--- config.mk ---
export PLATFORM = sky130hd
export DESIGN_NAME = sem_queue
export DESIGN_NICKNAME = d
export VERILOG_FILES = /design/src/hdl/sem_pkg.sv /design/src/hdl/sem_queue.sv
export SDC_FILE = /design/constraint.sdc
export NUM_CORES = 1
export LEC_CHECK = 0
export ABC_AREA = 1
export BUFFER_PORTS_ARGS = -buffer_cell sky130_fd_sc_hd__buf_2
export CAP_MARGIN = 20
export CORE_MARGIN = 2
export CORE_UTILIZATION = 49
export CTS_BUF_LIST = sky130_fd_sc_hd__clkbuf_2 sky130_fd_sc_hd__clkbuf_4 sky130_fd_sc_hd__clkbuf_8
export CTS_CLUSTER_SIZE = 40
export DETAILED_ROUTE_END_ITERATION = 12
export PLACE_DENSITY = 0.8
export RECOVER_POWER = 25
export SYNTH_ARGS = -nofsm -noshare
export SYNTH_HDL_FRONTEND = slang
export SYNTH_SLANG_ARGS = --single-unit
--- constraint.sdc ---
create_clock -name clk -period 11.25 [get_ports clk]
set_input_delay 1.125 -clock clk [delete_from_list [all_inputs] [get_ports clk]]
set_output_delay 1.125 -clock clk [all_outputs]
set_load 0.05 [all_outputs]
--- src/hdl/sem_pkg.sv ---
// shared constants and types for the sobel edge magnitude block
`default_nettype none
package sem_pkg;

  // frame geometry
  localparam int MAX_WIDTH  = 1024;
  localparam int MAX_HEIGHT = 4096;
  localparam int MAG_LIMIT  = 255;

  // field and counter widths
  localparam int COL_W      = $clog2(MAX_WIDTH);
  localparam int FW_W       = 11;
  localparam int FH_W       = 13;
  localparam int ROW_W      = FH_W;
  localparam int CNT_W      = 23;
  localparam int PIX_W      = 24;
  localparam int GRAD_W     = 11;
  localparam int SUM_W      = 21;
  localparam int CFG_IDX_W  = 2;
  localparam int CFG_DATA_W = 13;

  // register reset values
  localparam logic [FW_W-1:0] FW_RESET = FW_W'(1024);
  localparam logic [FH_W-1:0] FH_RESET = FH_W'(768);

  // largest sum whose rounded root does not exceed the limit
  localparam logic [15:0] ROOT_MAX = 16'(MAG_LIMIT * MAG_LIMIT + MAG_LIMIT);

  // register indexes
  localparam logic [CFG_IDX_W-1:0] CFG_FRAME_WIDTH  = CFG_IDX_W'(0);
  localparam logic [CFG_IDX_W-1:0] CFG_FRAME_HEIGHT = CFG_IDX_W'(1);

  // command codes
  localparam logic CMD_PIXEL = 1'b0;
  localparam logic CMD_FLUSH = 1'b1;

  typedef logic [PIX_W-1:0] pix_t;

  // one masked 3x3 neighborhood waiting for the magnitude unit
  typedef struct packed {
    pix_t [8:0] box;
    logic       last;
  } job_t;

  // push request and queue full flag from the front part
  typedef struct packed {
    logic push;
    logic full;
  } qctl_t;

endpackage
`default_nettype wire

--- src/hdl/sem_queue.sv ---
// two-entry queue between the front and the magnitude unit
`default_nettype none
module sem_queue (
  input  wire logic           clk,
  input  wire logic           rst,
  input  wire sem_pkg::job_t  push_job,
  input  wire sem_pkg::qctl_t qctl_push,
  output logic                full,
  output sem_pkg::job_t       head,
  output logic                empty,
  input  wire logic           pop
);
  import sem_pkg::*;

  job_t       slot [2];
  logic       wp;
  logic       rp;
  logic [1:0] count;

  assign full  = (count == 2'd2);
  assign empty = (count == 2'd0);
  assign head  = slot[rp];

  // storage
  always_ff @(posedge clk) begin
    if (qctl_push.push) begin
      slot[wp] <= push_job;
    end
  end

  // pointers and fill level
  always_ff @(posedge clk) begin
    if (rst) begin
      wp    <= 1'b0;
      rp    <= 1'b0;
      count <= 2'd0;
    end else begin
      if (qctl_push.push) begin
        wp <= ~wp;
      end
      if (pop) begin
        rp <= ~rp;
      end
      case ({qctl_push.push, pop})
        2'b10:   count <= count + 2'd1;
        2'b01:   count <= count - 2'd1;
        default: count <= count;
      endcase
    end
  end

endmodule
`default_nettype wire

# == Word-level counts from Yosys, hierarchy flattened ==
# Memories as Yosys holds them, arrays and structs flattened. A register that Yosys moved wholly into a read port is not among the register bits.
# Cells that the tools add are included.
# totals
register_bits,4
mem_bits_rw,434
inputBits,222
elab_cells,18
memories,1
# classes
n_addsub,2
eq_ne,3
muxes,5
bitwise_logic,2
reduce_logical,2
# memory_table
name,depth,word_bits,rd,rd_ports_with_merged_regs,write_ports,line,rtl
slot,2,217,1,1,1,sem_queue.sv:15,job_t slot [2];
# ops
cell,n
"2-bit == test, second input constant",2
1-bit two-way mux,4
2-bit case mux with 2 select lines,1
"2-bit by 1-bit adder with 2-bit output, second input constant",1
"2-bit by 1-bit == test with 1-bit output, second input constant",1
2-bit zero test,1
1-bit inverter,2
2-bit nonzero test,1
"2-bit by 1-bit subtractor with 2-bit output, second input constant",1

# == Longest topological paths before layout ==
# Gate-level depths: netlist (run 1).
# logic_depth
ltp_word,3
mapped_depth,7

# == Worst setup path before layout (run 1) ==
# Ideal clock, no wire load.
# synth_path
path_type,in2reg
from,input qctl_push[1] in the netlist's numbering
to,memory slot[0][0] in the netlist's numbering (enable)
setup_time_ns,0.804
t_arrival_ns,10.266
path_slack_ns,0.179
path_stages,2
path_buffers,0
path_cell_list,inv_1 > nor2_1
# synth_via
elab_chain_len,2
# synth_lines
element,line,rtl
"start, declared",sem_queue.sv:7,"input wire sem_pkg::qctl_t qctl_push,"
1-bit two-way mux,sem_queue.sv:26,if (qctl_push.push) begin
1-bit two-way mux (implied by the code),sem_queue.sv:27,slot[wp] <= push_job;
"end, declared",sem_queue.sv:15,
# No other way between the ends.

==> run summary, run 1 <==
status = finished clean
IO Pins = 441
final setup violating endpoints = 0
peak supply drop = 0.000150 V
MaxCap Viol Count = 0
layout cell share with drive strength beyond 1 = 0.574
clk_lat worst skew = 600 ps
critical path endpoint category = output port
post_cts resized = 0
global placement routability congestion = 0.764
DR vias/cell = 4.88
post-synth top area share = 0.794
nets = 1425
post-synthesis instance total = 708
Clock Pin Slew Worst Setup and Hold Paths = 60 ps
Setup Fix Bufs, Post-CTS = 0
total track usage = 0.183
total CTS buffers = 69
row count = 67
DRT iter0 DRCs = 359
Pins Over Slew Limit = 0
first-pass GRT wire length = 48.5 mm
Synth Register Bits = 439
Critical Path AT = 3780 ps
Worst Path Max Fanout = 58
kind of critical path = register to output port
max frequency = 0.204 GHz
LEAKAGE = 7.82 nW
routed len/inst = 19.1 microns
most common cell in the synthesized netlist = edfxtp_1
total grt overflow = 0
CTS tree = built
total routed wirelength = 32.6 mm
Tcrit/Tclk final = 0.436
# DRC = 0
synth top area cells = edfxtp_1 79%, mux2_4 12%, mux2_2 6.0%, buf_6 1.1%, dfxtp_1 0.61%
Setup Skew = 19.0 ps
initial antenna violation count = 4
Die Ht = 187 microns
vias post-DR = 8323
worst min path class = register to register
clock root buffer = clkbuf_8
post-route total power = 3.87 mW
Initial Util = 0.493
die width = 187 microns
Final Critical Period = 4910 ps
Max-slew headroom = 0.301
Initial DRT Pass Iterations = 4
antenna-violating nets left = 0
Post-synth EDFFs = 434
clock sinks = 439
Detailed Place HPWL = 21.9 mm
Final Util = 0.611
vias in the first global route = 8810
cell area after layout = 20300 sq um
worst slew pin tran = 1050 ps
RSZ-0062 raised after global routing = false
ys async rst share = 0
Fin Setup TNS = 0 ps
clock buffer depth = 3
top_reg_cell synth = edfxtp_1
die area = 35000 sq um
top cells by count, synth = 434 x edfxtp_1, 130 x mux2_4, 87 x mux2_2, 16 x buf_6, 10 x nor2_1
synthesized area per cell = 23.2 sq um
YS warnings = 0
synthesized net count = 931
Synth-to-Final Area Change = 23.9%
Core Footprint = 33300 sq um
CP Launch Type = register
library cells used by synthesis = 15
H-Tree Depth = 3
required arrival time at the worst endpoint = 10130 ps
P per Cell Area = 190 nW/um^2
sequential share of the synthesized area = 0.800
Final Hold Fails = 0
Placed Area = 19000 sq um
largest net degree at the start of global routing = 103
hold_buf cts = 0
Cell Area, Synth = 16400 sq um
Port Buffers = 439
Yosys top cell by area = edfxtp_1
[cell families (layout without fill, tap and decap cells)]
kind of cell / after synthesis / count (layout) / share of synthesized area
fa+ha+maj: 1 / 1 / 0.000762
buf+inv: 31 / 579 / 0.0150
simple gates: 17 / 17 / 0.00412
flops: 439 / 439 / 0.800
compound gates: 2 / 2 / 0.000609
mux: 217 / 217 / 0.179
other cells: 0 / 2 / 0
xor+xnor: 1 / 1 / 0.000534
[layout by cell type, fill, tap and decap left out, drive strengths merged]
master    count
edfxtp      434
nor2         10
clkinvlp      3
xnor2         1
mux2        217
nand4         1
clkinv       20
ha            1
bufinv        1
diode         2
clkbuf      158
inv           8
dfxtp         5
nor3          1
o21ai         1
buf         389
a21oi         1
nand2         5
[power breakdown]
part           total [mW]  switching (mW)  internal [mW]  leakage, nW
combinational       0.641           0.447          0.195         2.99
clock                1.30           0.579          0.722        0.721
sequential           1.93          0.0289           1.90         4.12
total                3.87            1.06           2.81         7.82
[final timing paths]
check | start | endpoint | slack (ps) | cells after the start
hold / removal | rp$_SDFFE_PP0P_ | register | 520 | 2
setup reg to reg | wp$_SDFFE_PP0P_ | slot[0][94]$_DFFE_PP_ | 8200 | 3
setup / recovery | register | head[146] | 6340 | 4
hold reg to reg | rp$_SDFFE_PP0P_ | register | 520 | 2
[sequential cells by signal (all words and copies together) (netlist names), named ones only]
signal	flops
slot	434
count	2
rp	1
wp	1
[metal layers]
layer  global-route usage  up-vias  wire length, microns
met4               0.0720        2                   903
met5                    0        -                    15
met1                0.199     4071                 12000
met2                0.320      375                 16800
li1                     -     3811                     -
met3               0.0719       64                  2970
[worst max-delay path: stages (launching register included)]
cell	delay (ps)
dfxtp_4	840
buf_4	800
buf_4	850
mux2_4	370
buf_2	210
[final cells by class]
cell class | count | area [sq um]
Inverter | 7 | 33.8
Multi-Input combinational cell | 238 | 3040
Tap cell | 448 | 561
Fill cell | 2398 | 13000
Sequential cell | 439 | 13100
Timing Repair Buffer | 447 | 2180
Clock inverter | 25 | 149
Antenna cell | 2 | 5.00
Clock buffer | 100 | 1220
[stage by stage]
stage          setup slack, ps  instances  hold WS, ps
2_1_floorplan              179        708          480
3_3_place_gp              6890       1579          492
3_5_place_dp              6920       1579          502
4_1_cts                   6250       1704          520
5_1_grt                   6110       1705          561
6_report                  6340       1706          520
Power figures use the tool's default switching activity.
==> inputs of run 2 (changes only) <==
- clock period: 11.25 -> 4.2 ns (I/O delays scaled with it)
==> run summary, run 2 (synthesis gave the netlist of run 1 again) <==
Fin Setup TNS = 0 ps
Top Registers = slot: 434 flops, count: 2 flops
Tcrit/Tclk final = 0.723
Port Buffers = 439
RSZ-0062 raised after global routing = false
FILL cells = 2090
Final WS setup = 1160 ps
die area = 35000 sq um
largest net degree at the start of global routing = 149
row count = 67
Final Util = 0.677
worst slew pin tran = 886 ps
Synth-to-Final Area Change = 37.3%
clock root buffer = clkbuf_8
Clock Pin Slew Worst Setup and Hold Paths = 70 ps
IO Pins = 441
Initial Util = 0.493
Worst Path Max Fanout = 66
Largest register FFs = 434
Biggest register = slot
Reg2Reg Setup Slack = 2340 ps
nets = 1643
total CTS buffers = 71
total routed wirelength = 40.2 mm
peak supply drop = 0.000334 V
Max-slew headroom = 0.409
clock buffer depth = 3
clock sinks = 439
worst min path class = primary input to register
# placed instances = 1583
required arrival time at the worst endpoint = 3780 ps
global placement routability congestion = 0.795
vias post-DR = 9608
pre-CTS setup slack = 1790 ps
# DRC = 0
antenna-violating nets left = 0
Final Hold Fails = 0
CP Launch Type = register
Core Footprint = 33300 sq um
max frequency = 0.329 GHz
Critical Path AT = 2620 ps
Worst Min Path Start = qctl_push[1]
final setup violating endpoints = 0
LEAKAGE = 8.61 nW
routed len/inst = 20.9 microns
clk_lat worst skew = 600 ps
Final Critical Period = 3040 ps
fin cells = 1922
commonest non-fill, non-tap cell in the layout = edfxtp_1
post_cts resized = 0
DR vias/cell = 5.00
Setup Skew = 36.1 ps
MaxCap Viol Count = 0
vias in the first global route = 10606
total track usage = 0.226
DRT iter0 DRCs = 493
Setup Fix Bufs, Post-CTS = 0
layout cell share with drive strength beyond 1 = 0.457
P per Cell Area = 480 nW/um^2
status = finished clean
Detailed Place HPWL = 22.0 mm
CTS tree = built
H-Tree Depth = 3
critical path endpoint category = output port
Pins Over Slew Limit = 0
Initial DRT Pass Iterations = 4
first-pass GRT wire length = 59.9 mm
kind of critical path = register to output port
die width = 187 microns
commonest non-fill, non-tap cells in the layout = 434 x edfxtp_1, 326 x buf_2, 212 x dlygate4sd3_1
initial antenna violation count = 4
Die Ht = 187 microns
total grt overflow = 0
FF-to-FF Start = wp$_SDFFE_PP0P_
## run 2: final cells by class
type                            count  area, sq um  share of cell area
Antenna cell                        5         12.5            0.000556
Clock buffer                       93         1170              0.0518
Clock inverter                     29          246              0.0109
Inverter                            7         30.0             0.00133
Multi-Input combinational cell    238         3040               0.135
Sequential cell                   439        13100               0.583
Tap cell                          448          561              0.0249
Timing Repair Buffer              663         4330               0.192
## run 2: power by group
part | internal [mW] | leakage (nW) | total (mW) | switching [mW]
Sequential | 5.08 | 4.12 | 5.17 | 0.0861
Clock | 2.06 | 0.738 | 3.73 | 1.67
Combinational | 0.652 | 3.76 | 1.92 | 1.27
Total | 7.79 | 8.61 | 10.8 | 3.03
## run 2: per-layer routing
metal | GRT usage | up-vias | wire length, microns | part of all wire
met5 | 0 | - | 0 | 0
met4 | 0.0849 | 0 | 1210 | 0.030
met3 | 0.0794 | 86 | 3440 | 0.086
met2 | 0.395 | 554 | 20800 | 0.52
li1 | - | 4244 | - | -
met1 | 0.255 | 4724 | 14700 | 0.37
## run 2: final timing paths
check,endpoint,cells past startpoint
setup / recovery,head[98],3
hold / removal,wp$_SDFFE_PP0P_,3
setup reg to reg,slot[0][126]$_DFFE_PP_,2
hold reg to reg,wp$_SDFFE_PP0P_,2
## run 2: metrics by stage
step,cell area [sq um],hold WS (ps),power (mW)
detailed placement,19100,499,6.99
global placement,19100,490,6.95
CTS,22600,0.693,10.8
floorplan,16400,480,6.59
finish,22500,119,10.8
global route,22500,78.5,11.2
## run 2: critical path, stage by stage, from the launching register on
cell and delay [ps]:
dfxtp_4 840, buf_12 480, mux2_4 350, buf_2 220
## run 2: what timing repair did
action	CTS	global route
endpoints found under the setup margin	0	0
endpoints found under the hold margin	420	4
hold buffers	210	2
