**src/hdl/sem_pkg.sv**
```systemverilog
// shared constants and types for the sobel edge magnitude block
`default_nettype none
package sem_pkg;

  // frame geometry
  localparam int MAX_WIDTH  = 1024;
  localparam int MAX_HEIGHT = 4096;
  localparam int MAG_LIMIT  = 255;

  // field and counter widths
  localparam int COL_W      = $clog2(MAX_WIDTH);
  localparam int FW_W       = 11;
  localparam int FH_W       = 13;
  localparam int ROW_W      = FH_W;
  localparam int CNT_W      = 23;
  localparam int PIX_W      = 24;
  localparam int GRAD_W     = 11;
  localparam int SUM_W      = 21;
  localparam int CFG_IDX_W  = 2;
  localparam int CFG_DATA_W = 13;

  // register reset values
  localparam logic [FW_W-1:0] FW_RESET = FW_W'(1024);
  localparam logic [FH_W-1:0] FH_RESET = FH_W'(768);

  // largest sum whose rounded root does not exceed the limit
  localparam logic [15:0] ROOT_MAX = 16'(MAG_LIMIT * MAG_LIMIT + MAG_LIMIT);

  // register indexes
  localparam logic [CFG_IDX_W-1:0] CFG_FRAME_WIDTH  = CFG_IDX_W'(0);
  localparam logic [CFG_IDX_W-1:0] CFG_FRAME_HEIGHT = CFG_IDX_W'(1);

  // command codes
  localparam logic CMD_PIXEL = 1'b0;
  localparam logic CMD_FLUSH = 1'b1;

  typedef logic [PIX_W-1:0] pix_t;

  // one masked 3x3 neighborhood waiting for the magnitude unit
  typedef struct packed {
    pix_t [8:0] box;
    logic       last;
  } job_t;

  // push request and queue full flag from the front part
  typedef struct packed {
    logic push;
    logic full;
  } qctl_t;

endpackage
`default_nettype wire

```
**src/hdl/sem_ifs.sv**
```systemverilog
// channel interfaces: pixel input, result output, register writes
`default_nettype none


interface sem_res_if;
  logic       valid;
  logic       ready;
  logic [7:0] out_blue;
  logic [7:0] out_green;
  logic [7:0] out_red;
  logic       last_of_frame;
  modport source (output valid, out_blue, out_green, out_red, last_of_frame, input ready);
  modport sink (input valid, out_blue, out_green, out_red, last_of_frame, output ready);
endinterface

`default_nettype wire

```
**src/hdl/sem_back.sv**
```systemverilog
// back part: sobel gradients, squared sum and rounded root per channel
`default_nettype none
module sem_back (
  input  wire logic          clk,
  input  wire logic          rst,
  input  wire sem_pkg::job_t head,
  input  wire logic          empty,
  output logic               pop,
  sem_res_if.source          res
);
  import sem_pkg::*;

  typedef enum logic [3:0] {
    B_IDLE = 4'b0001,
    B_SQ   = 4'b0010,
    B_ROOT = 4'b0100,
    B_DONE = 4'b1000
  } bstate_t;

  bstate_t state, state_next;

  logic signed [GRAD_W-1:0]   ga_c [3];
  logic signed [GRAD_W-1:0]   gb_c [3];
  logic signed [GRAD_W-1:0]   ga [3];
  logic signed [GRAD_W-1:0]   gb [3];
  logic signed [2*GRAD_W-1:0] pa [3];
  logic signed [2*GRAD_W-1:0] pb [3];
  logic [SUM_W-1:0]           ssum [3];
  logic [15:0]                sval [3];
  logic                       clamp [3];
  logic [11:0]                rem [3];
  logic [7:0]                 root [3];
  logic [11:0]                rem_sh [3];
  logic [11:0]                trial [3];
  logic [7:0]                 mag [3];
  logic [2:0]                 step;
  logic                       last;
  logic                       out_load;

  // weighted sum of three taps, weights one, two, one
  function automatic logic signed [GRAD_W-1:0] tap3(input logic [7:0] a,
                                                   input logic [7:0] m,
                                                   input logic [7:0] z);
    tap3 = $signed({3'b000, a}) + $signed({2'b00, m, 1'b0}) + $signed({3'b000, z});
  endfunction

  // gradients straight off the queue head, lane 0 blue, 1 green, 2 red
  always_comb begin
    for (int ch = 0; ch < 3; ch++) begin
      ga_c[ch] = tap3(head.box[6][ch*8 +: 8], head.box[7][ch*8 +: 8], head.box[8][ch*8 +: 8])
               - tap3(head.box[0][ch*8 +: 8], head.box[1][ch*8 +: 8], head.box[2][ch*8 +: 8]);
      gb_c[ch] = tap3(head.box[2][ch*8 +: 8], head.box[5][ch*8 +: 8], head.box[8][ch*8 +: 8])
               - tap3(head.box[0][ch*8 +: 8], head.box[3][ch*8 +: 8], head.box[6][ch*8 +: 8]);
    end
  end

  // squares and their sum
  always_comb begin
    for (int ch = 0; ch < 3; ch++) begin
      pa[ch]   = ga[ch] * ga[ch];
      pb[ch]   = gb[ch] * gb[ch];
      ssum[ch] = pa[ch][SUM_W-1:0] + pb[ch][SUM_W-1:0];
    end
  end

  // one root digit per cycle, remainder kept for rounding
  always_comb begin
    for (int ch = 0; ch < 3; ch++) begin
      rem_sh[ch] = {rem[ch][9:0], sval[ch][15:14]};
      trial[ch]  = {2'b00, root[ch], 2'b01};
      if (clamp[ch]) begin
        mag[ch] = 8'(MAG_LIMIT);
      end else if (rem[ch] <= {4'd0, root[ch]}) begin
        mag[ch] = root[ch];
      end else begin
        mag[ch] = root[ch] + 8'd1;
      end
    end
  end

  assign pop      = (state == B_IDLE) && !empty;
  assign out_load = (state == B_DONE) && (!res.valid || res.ready);

  // next state
  always_comb begin
    case (state)
      B_IDLE:  state_next = pop ? B_SQ : B_IDLE;
      B_SQ:    state_next = B_ROOT;
      B_ROOT:  state_next = (step == 3'd7) ? B_DONE : B_ROOT;
      B_DONE:  state_next = out_load ? B_IDLE : B_DONE;
      default: state_next = B_IDLE;
    endcase
  end

  // datapath registers
  always_ff @(posedge clk) begin
    for (int ch = 0; ch < 3; ch++) begin
      if (pop) begin
        ga[ch] <= ga_c[ch];
        gb[ch] <= gb_c[ch];
      end
      if (state == B_SQ) begin
        clamp[ch] <= ssum[ch] > {5'd0, ROOT_MAX};
        sval[ch]  <= ssum[ch][15:0];
        rem[ch]   <= '0;
        root[ch]  <= '0;
      end else if (state == B_ROOT) begin
        sval[ch] <= {sval[ch][13:0], 2'b00};
        if (rem_sh[ch] >= trial[ch]) begin
          rem[ch]  <= rem_sh[ch] - trial[ch];
          root[ch] <= {root[ch][6:0], 1'b1};
        end else begin
          rem[ch]  <= rem_sh[ch];
          root[ch] <= {root[ch][6:0], 1'b0};
        end
      end
    end
    if (pop) begin
      last <= head.last;
    end
    if (out_load) begin
      res.out_blue      <= mag[0];
      res.out_green     <= mag[1];
      res.out_red       <= mag[2];
      res.last_of_frame <= last;
    end
  end

  // control registers
  always_ff @(posedge clk) begin
    if (rst) begin
      state     <= B_IDLE;
      step      <= '0;
      res.valid <= 1'b0;
    end else begin
      state <= state_next;
      if (state == B_ROOT) begin
        step <= step + 3'd1;
      end else begin
        step <= '0;
      end
      if (out_load) begin
        res.valid <= 1'b1;
      end else if (res.ready) begin
        res.valid <= 1'b0;
      end
    end
  end

  // a popped job always goes on to the square stage
  a_pop_sq: assert property (@(posedge clk) disable iff (rst)
    pop |=> state == B_SQ)
    else $error("popped job lost");

  // the root takes exactly eight digit steps
  a_root_len: assert property (@(posedge clk) disable iff (rst)
    (state == B_ROOT) && (step == 3'd7) |=> state == B_DONE)
    else $error("root iteration count wrong");

  // the output register is loaded only with a finished result
  a_load_done: assert property (@(posedge clk) disable iff (rst)
    $rose(res.valid) |-> $past(state == B_DONE))
    else $error("result shown before it was done");

endmodule
`default_nettype wire
```
**src/flat_wrapper.sv**
```systemverilog
// flat-port wrapper written by rule: the top's interface ports become plain ports
module sem_back_flat import sem_pkg::*;
  (clk, rst, head, empty, pop, res_valid, res_out_blue, res_out_green, res_out_red, res_last_of_frame, res_ready);
  sem_res_if res_i ();
  input  wire logic clk;
  input  wire logic rst;
  input  wire sem_pkg::job_t head;
  input  wire logic empty;
  output logic pop;
  output wire logic [$bits(res_i.valid)-1:0] res_valid;
  output wire logic [$bits(res_i.out_blue)-1:0] res_out_blue;
  output wire logic [$bits(res_i.out_green)-1:0] res_out_green;
  output wire logic [$bits(res_i.out_red)-1:0] res_out_red;
  output wire logic [$bits(res_i.last_of_frame)-1:0] res_last_of_frame;
  input wire logic [$bits(res_i.ready)-1:0] res_ready;
  assign res_valid = res_i.valid;
  assign res_out_blue = res_i.out_blue;
  assign res_out_green = res_i.out_green;
  assign res_out_red = res_i.out_red;
  assign res_last_of_frame = res_i.last_of_frame;
  assign res_i.ready = res_ready;
  sem_back u_core (.clk(clk), .rst(rst), .head(head), .empty(empty), .pop(pop), .res(res_i));
endmodule
```
**config.mk**
```make
export PLATFORM = sky130hd
export DESIGN_NAME = sem_back_flat
export DESIGN_NICKNAME = d
export VERILOG_FILES = /design/src/hdl/sem_pkg.sv /design/src/hdl/sem_ifs.sv /design/src/hdl/sem_back.sv /design/src/flat_wrapper.sv
export SDC_FILE = /design/constraint.sdc
export NUM_CORES = 2
export LEC_CHECK = 0
export BUFFER_PORTS_ARGS = -buffer_cell sky130_fd_sc_hd__buf_2
export CORE_ASPECT_RATIO = 0.7
export CORE_UTILIZATION = 55
export DETAILED_ROUTE_END_ITERATION = 6
export GPL_ROUTABILITY_DRIVEN = 0
export PLACE_DENSITY = 0.83
export SLEW_MARGIN = 10
export SYNTH_ARGS = -nofsm -noshare
export SYNTH_HDL_FRONTEND = slang
export SYNTH_SLANG_ARGS = --single-unit
```
**constraint.sdc**
```tcl
create_clock -name clk -period 14 [get_ports clk]
set_input_delay 0.7 -clock clk [delete_from_list [all_inputs] [get_ports clk]]
set_output_delay 0.7 -clock clk [all_outputs]
set_load 0.01 [all_outputs]
```
; ---- Word level (Yosys, flattened, before mapping)
; Memories as Yosys holds them, arrays and structs flattened.
; Cells that the tools add are included.
[word_totals]
in_bits = 221
mem_bits_rw = 177
reg_bits = 34
mem_count = 6
out_inout_bits = 27
[op_classes]
n_mul = 6
n_bitwise = 16
addsub = 40
muxes = 55
n_eq_ne = 5
n_reduce_logical = 7
magnitude_cmp = 9
[memory_table]
columns = name, words, width, rd, rd_ports_with_merged_regs, wr, line
row1 = u_core.sval, 3, 16, 3, 0, 3, sem_back.sv:29  ; logic [15:0] sval [3];
row2 = u_core.rem, 3, 12, 3, 0, 3, sem_back.sv:31  ; logic [11:0] rem [3];
row3 = u_core.ga, 3, 11, 3, 0, 3, sem_back.sv:24  ; logic signed [GRAD_W-1:0] ga [3];
row4 = u_core.gb, 3, 11, 3, 0, 3, sem_back.sv:25  ; logic signed [GRAD_W-1:0] gb [3];
row5 = u_core.root, 3, 8, 3, 0, 3, sem_back.sv:32  ; logic [7:0] root [3];
row6 = u_core.clamp, 3, 1, 3, 0, 3, sem_back.sv:30  ; logic clamp [3];
[ops]
columns = cell, n
row1 = 11-bit by 9-bit adder with 11-bit output, 12
row2 = 11-bit by 11-bit multiplier with 21-bit output, 6
row3 = 8-bit by 9-bit adder with 10-bit output, 12
row4 = 12-bit 2-to-1 mux, 6
row5 = 8-bit 2-to-1 mux, 9
row6 = 11-bit subtractor, 6
row7 = 21-bit adder, 3
row8 = "21-bit by 16-bit greater-than comparator with 1-bit output, second input constant", 3
row9 = 16-bit 2-to-1 mux, 3
row10 = 12-bit by 10-bit greater-or-equal comparator with 1-bit output, 3
row11 = 12-bit by 8-bit less-or-equal comparator with 1-bit output, 3
row12 = 12-bit by 10-bit subtractor with 12-bit output, 3
row13 = 1-bit 2-to-1 mux, 33
row14 = "8-bit by 1-bit adder with 8-bit output, second input constant", 3
row15 = 4-bit case mux with 4 select lines, 1
row16 = 1-bit OR, 15
row17 = 4-bit 2-to-1 mux, 2
row18 = "4-bit by 1-bit equality test with 1-bit output, second input constant", 1
row19 = "4-bit by 2-bit equality test with 1-bit output, second input constant", 1
row20 = "4-bit by 3-bit equality test with 1-bit output, second input constant", 1
row21 = "4-bit equality test, second input constant", 1
row22 = "3-bit by 1-bit adder with 3-bit output, second input constant", 1
row23 = "3-bit equality test, second input constant", 1
row24 = 1-bit logical AND, 2
row25 = other kinds (6), 7

; ---- Depth between registers and ports, before layout
; An unclocked memory read counts as a cell.
[depth]
ltp_word = 8
mapped_depth = 25
depth_no_buf = 24

; ---- Least setup slack after synthesis
; No wires, ideal clock.
[synth_timing]
path_type = reg-to-reg
startpoint = memory u_core.gb[2][10] (netlist: u_core.gb[0][32])
endpoint = memory u_core.clamp[2][0] (netlist: u_core.clamp[0][2]) (data pin)
path_stages_with_launch = 24
required_ns = 13.728
arrival_time_ns = 6.501
setup_ns = 0.272
slack_ns = 7.227
path_cell_list = edfxtp_1 -> clkbuf_1 -> nand2_1 -> inv_1 -> fa_1 -> inv_1 -> fa_1 -> inv_1 -> fa_1 -> fa_1 -> fa_1 -> fa_1 -> inv_1 -> fa_1 -> inv_1 -> ha_1 -> a21o_1 -> a21oi_1 -> nand4_1 -> a41oi_1 -> nor2b_1 -> o21ai_0 -> mux2i_1 -> or4b_1
[synth_rtl]
columns = element, line
row1 = from (decl), sem_back.sv:25
row2 = to (decl), sem_back.sv:30

==> results.sh <==
export IMPL_antenna_left=0
export IMPL_dr_wl_met2_mm=39.45
export IMPL_drive_above_1_share=0.06659
export IMPL_clock_latency_ns=0.58
export IMPL_first_pass_iteration_count_of_the_detailed_router=6
export IMPL_worst_r2r_startpoint="u_core.gb[0][21]"
export IMPL_cp_data_arrival_time_ns=7.83
export IMPL_hold_path_cell_count=1
export IMPL_synth_top_area_cell="sky130_fd_sc_hd__fa_1"
export IMPL_syn_to_final_growth_pct=6.995
export IMPL_register_area_sq_um=6206
export IMPL_worst_slew_pin_slew_ns=1.165
export IMPL_critical_path_endpoint_type="flop"
export IMPL_hpwlAfterDp_mm=75.53
export IMPL_hp_start="head[0]"
export IMPL_maximum_number_of_pins_on_one_net_before_global_route_repair=72
export IMPL_number_of_buffers_on_the_longest_clock_path=3
export IMPL_routed_wirelength_mm=88.00
export IMPL_post_synthesis_sequential_area_ratio=0.1479
export IMPL_final_setup_skew_ns=0.02761
export IMPL_run_status="finished clean"
export IMPL_syn_area_sq_um=41960
export IMPL_final_hold_violation_count=0
export IMPL_ys_flop_type="sky130_fd_sc_hd__edfxtp_1"
export IMPL_maxClockFrequency_mhz=131.5
export IMPL_io_buffer_count=223
export IMPL_share_of_the_clock_period_used_by_the_worst_path_after_layout=0.5431
export IMPL_post_synth_num_cell_types=71
export IMPL_r2r_end="u_core.clamp[0][1]"
export IMPL_floorplan_die_width_um=332.1
export IMPL_cp_data_required_time_ns=14.23
export IMPL_final_max_slew_viol_count=0
export IMPL_grt_overflow_total=0
export IMPL_finalNetCount=5927
export IMPL_clk_pin_slew_worst_paths_ns=0.06
export IMPL_cts_htree_levels=1
export IMPL_n_fill_cell=6031
export IMPL_worst_path_fanout_max=20
export IMPL_ys_warn_count=0
export IMPL_first_global_vias=31150
export IMPL_startpoint_type="flop"
export IMPL_detail_route_wirelength_met1_mm=40.43
export IMPL_wl_met3_mm=6.838
export IMPL_die_area_sq_um=77420
export IMPL_core_area_sq_um=75250
export IMPL_netlist_top_cells_area="sky130_fd_sc_hd__fa_1 37%, sky130_fd_sc_hd__edfxtp_1 14%, sky130_fd_sc_hd__ha_1 13%"
export IMPL_synth_fp_nets=5752
export IMPL_synth_top_cell_area_share=0.3731
export IMPL_ioPinCount=248
export IMPL_numClockSinks=210
export IMPL_wire_length_of_the_first_global_routing_pass_mm=151.8
export IMPL_synth_enable_flop_cells=200
export IMPL_via_per_inst=5.299
export IMPL_numCtsBuffers=25
export IMPL_crit_type="flop to flop"
export IMPL_post_synth_top_count_cell="sky130_fd_sc_hd__inv_1"
export IMPL_die_y_um=233.1
export IMPL_finalSetupTns_ns=0
export IMPL_async_flop_share=0
export IMPL_hold_class="input pin to flop"
export IMPL_post_cts_resized_instances=0
export IMPL_multi_input_area_sq_um=31330
export IMPL_timing_final_setup_violations=0
export IMPL_post_synth_cell_area_avg_sq_um=9.766
export IMPL_route_top_layer_used="met5"
export IMPL_slew_headroom=0.2200
export IMPL_route_detailed_wl_per_inst_um=16.04
export IMPL_ff2ff_setup_slack_ns=6.40
export IMPL_antenna_found_initial=10
export IMPL_initial_utilization=0.5576
export IMPL_holdBufCountCts=0
export IMPL_root_buffer="sky130_fd_sc_hd__clkbuf_16"
export IMPL_grt_use_total=0.2412
export IMPL_tritoncts_clock_tree="built"
export IMPL_floorplan_rows=84
export IMPL_fin_crit_ns=7.603
export IMPL_instance_count_of_the_mapped_netlist=4297
export IMPL_unrepaired_setup_endpoints_after_global_routing="false"
export IMPL_netlist_top_cells_count="1096 x sky130_fd_sc_hd__inv_1, 782 x sky130_fd_sc_hd__fa_1, 452 x sky130_fd_sc_hd__ha_1"
export IMPL_detail_route_drc_violations=0
export IMPL_detail_route_iter0_violations=1866
export IMPL_drv_max_cap_violation_count=0
export IMPL_reg2reg_depth=20
export IMPL_vias=29080
export IMPL_post_cts_setup_buffers=0
export IMPL_number_of_storage_elements_in_the_synthesis_netlist=210
export IMPL_worstHoldEndpoint="u_core.last"
registers in the layout, summed over array words and instances, names as in the netlist, 3 cells and up:
register,flops
u_core.sval,48
u_core.rem,36
u_core.ga,33
u_core.gb,32
u_core.root,24
u_core.res.out_blue,8
u_core.res.out_green,8
u_core.res.out_red,8
u_core.state,4
u_core.clamp,3
u_core.step,3
cells in the final DEF, fill, tap and decap left out, types with 7 or more instances in the layout:
cell type	netlist	routed
sky130_fd_sc_hd__inv_1	1096	1096
sky130_fd_sc_hd__fa_1	782	782
sky130_fd_sc_hd__ha_1	452	452
sky130_fd_sc_hd__nand2_1	283	282
sky130_fd_sc_hd__nor2_1	236	235
sky130_fd_sc_hd__buf_2	2	223
sky130_fd_sc_hd__xnor2_1	208	208
sky130_fd_sc_hd__edfxtp_1	200	200
sky130_fd_sc_hd__a21oi_1	149	149
sky130_fd_sc_hd__and2_1	98	98
sky130_fd_sc_hd__nor2b_1	92	91
sky130_fd_sc_hd__o21ai_0	87	87
sky130_fd_sc_hd__xor2_1	69	69
sky130_fd_sc_hd__a21o_1	48	48
sky130_fd_sc_hd__nor3_1	42	42
sky130_fd_sc_hd__o21bai_1	41	41
sky130_fd_sc_hd__nand2b_1	37	37
sky130_fd_sc_hd__o21a_1	28	28
sky130_fd_sc_hd__clkbuf_16	0	25
sky130_fd_sc_hd__nand3_1	24	24
sky130_fd_sc_hd__mux2i_1	19	19
sky130_fd_sc_hd__and3_1	17	17
sky130_fd_sc_hd__a21boi_0	14	14
sky130_fd_sc_hd__a22o_1	12	12
sky130_fd_sc_hd__nor4_1	11	11
sky130_fd_sc_hd__buf_4	0	11
sky130_fd_sc_hd__a211oi_1	10	10
sky130_fd_sc_hd__dfxtp_1	10	10
sky130_fd_sc_hd__nand3b_1	9	9
sky130_fd_sc_hd__o211ai_1	9	9
sky130_fd_sc_hd__nand4_1	9	9
sky130_fd_sc_hd__o21ai_1	9	9
sky130_fd_sc_hd__diode_2	0	8
sky130_fd_sc_hd__clkinv_1	4	8
sky130_fd_sc_hd__a31o_2	7	7
sky130_fd_sc_hd__o41ai_1	7	7
sky130_fd_sc_hd__or3_1	7	7
critical path: stages, from the launching register on:
cell and delay, ns:
sky130_fd_sc_hd__edfxtp_1 0.75, sky130_fd_sc_hd__and2_1 0.61, sky130_fd_sc_hd__inv_1 0.28, sky130_fd_sc_hd__fa_1 0.53, sky130_fd_sc_hd__fa_1 0.50, sky130_fd_sc_hd__inv_1 0.05
sky130_fd_sc_hd__fa_1 0.48, sky130_fd_sc_hd__fa_1 0.61, sky130_fd_sc_hd__fa_1 0.44, sky130_fd_sc_hd__fa_1 0.50, sky130_fd_sc_hd__inv_1 0.05, sky130_fd_sc_hd__fa_1 0.48
sky130_fd_sc_hd__inv_1 0.04, sky130_fd_sc_hd__ha_1 0.32, sky130_fd_sc_hd__a21o_1 0.18, sky130_fd_sc_hd__a21oi_1 0.19, sky130_fd_sc_hd__nor2b_1 0.10, sky130_fd_sc_hd__a311oi_1 0.50
sky130_fd_sc_hd__o21ai_0 0.22, sky130_fd_sc_hd__xnor2_1 0.17, sky130_fd_sc_hd__nand4_1 0.24
worst max path at each step:
stage                           from                  to  slack (ns)  cells after the start
floorplan           u_core.gb[0][32]  u_core.clamp[0][2]        7.23                     23
global placement    u_core.gb[0][22]  u_core.clamp[0][2]        6.60                     22
detailed placement  u_core.gb[0][22]  u_core.clamp[0][2]        6.47                     22
CTS                 u_core.gb[0][22]  u_core.clamp[0][2]        6.45                     22
global route        u_core.gb[0][22]  u_core.clamp[0][2]        5.95                     22
finish              u_core.gb[0][21]  u_core.clamp[0][1]        6.40                     20
cells by family (layout without fill, tap and decap cells):
family          after synthesis  in the layout  synth area share
fa+ha+maj                  1234           1234            0.5078
xor+xnor                    278            278           0.05835
flops                       210            210            0.1479
simple gates                891            891            0.1011
other cells                   0              8                 0
compound gates              475            475           0.07305
buf+inv                    1186           1379            0.1061
mux                          23             23          0.005605
metrics by stage:
step | setup slack (ns) | area, sq um | util | hold slack [ns] | instances
global route | 5.952 | 44900 | 0.5966 | 0.3074 | 5487
CTS | 6.448 | 44880 | 0.5964 | 0.3007 | 5479
detailed placement | 6.469 | 44100 | 0.5860 | 0.4071 | 5434
finish | 6.397 | 44900 | 0.5966 | 0.3236 | 5487
floorplan | 7.227 | 41960 | - | 0.4003 | 4297
global placement | 6.604 | 44100 | 0.5860 | 0.4004 | 5434
per-layer routing:
layer	GRT usage	up-vias
met5	0	-
met4	0.04311	4
met3	0.04541	101
met2	0.3796	871
met1	0.3518	14490
li1	-	13620
layout make-up:
cell class,instances,area share
Clock inverter,17,0.003205
Sequential cell,210,0.1382
Multi-Input combinational cell,2901,0.6977
Timing Repair Buffer,234,0.02670
Inverter,1100,0.09196
Antenna cell,8,0.0004459
Tap cell,989,0.02756
Clock buffer,28,0.01418
Power is not shown: default switching activity piles up to over one toggle a cycle in this logic, so the estimate is an artifact.
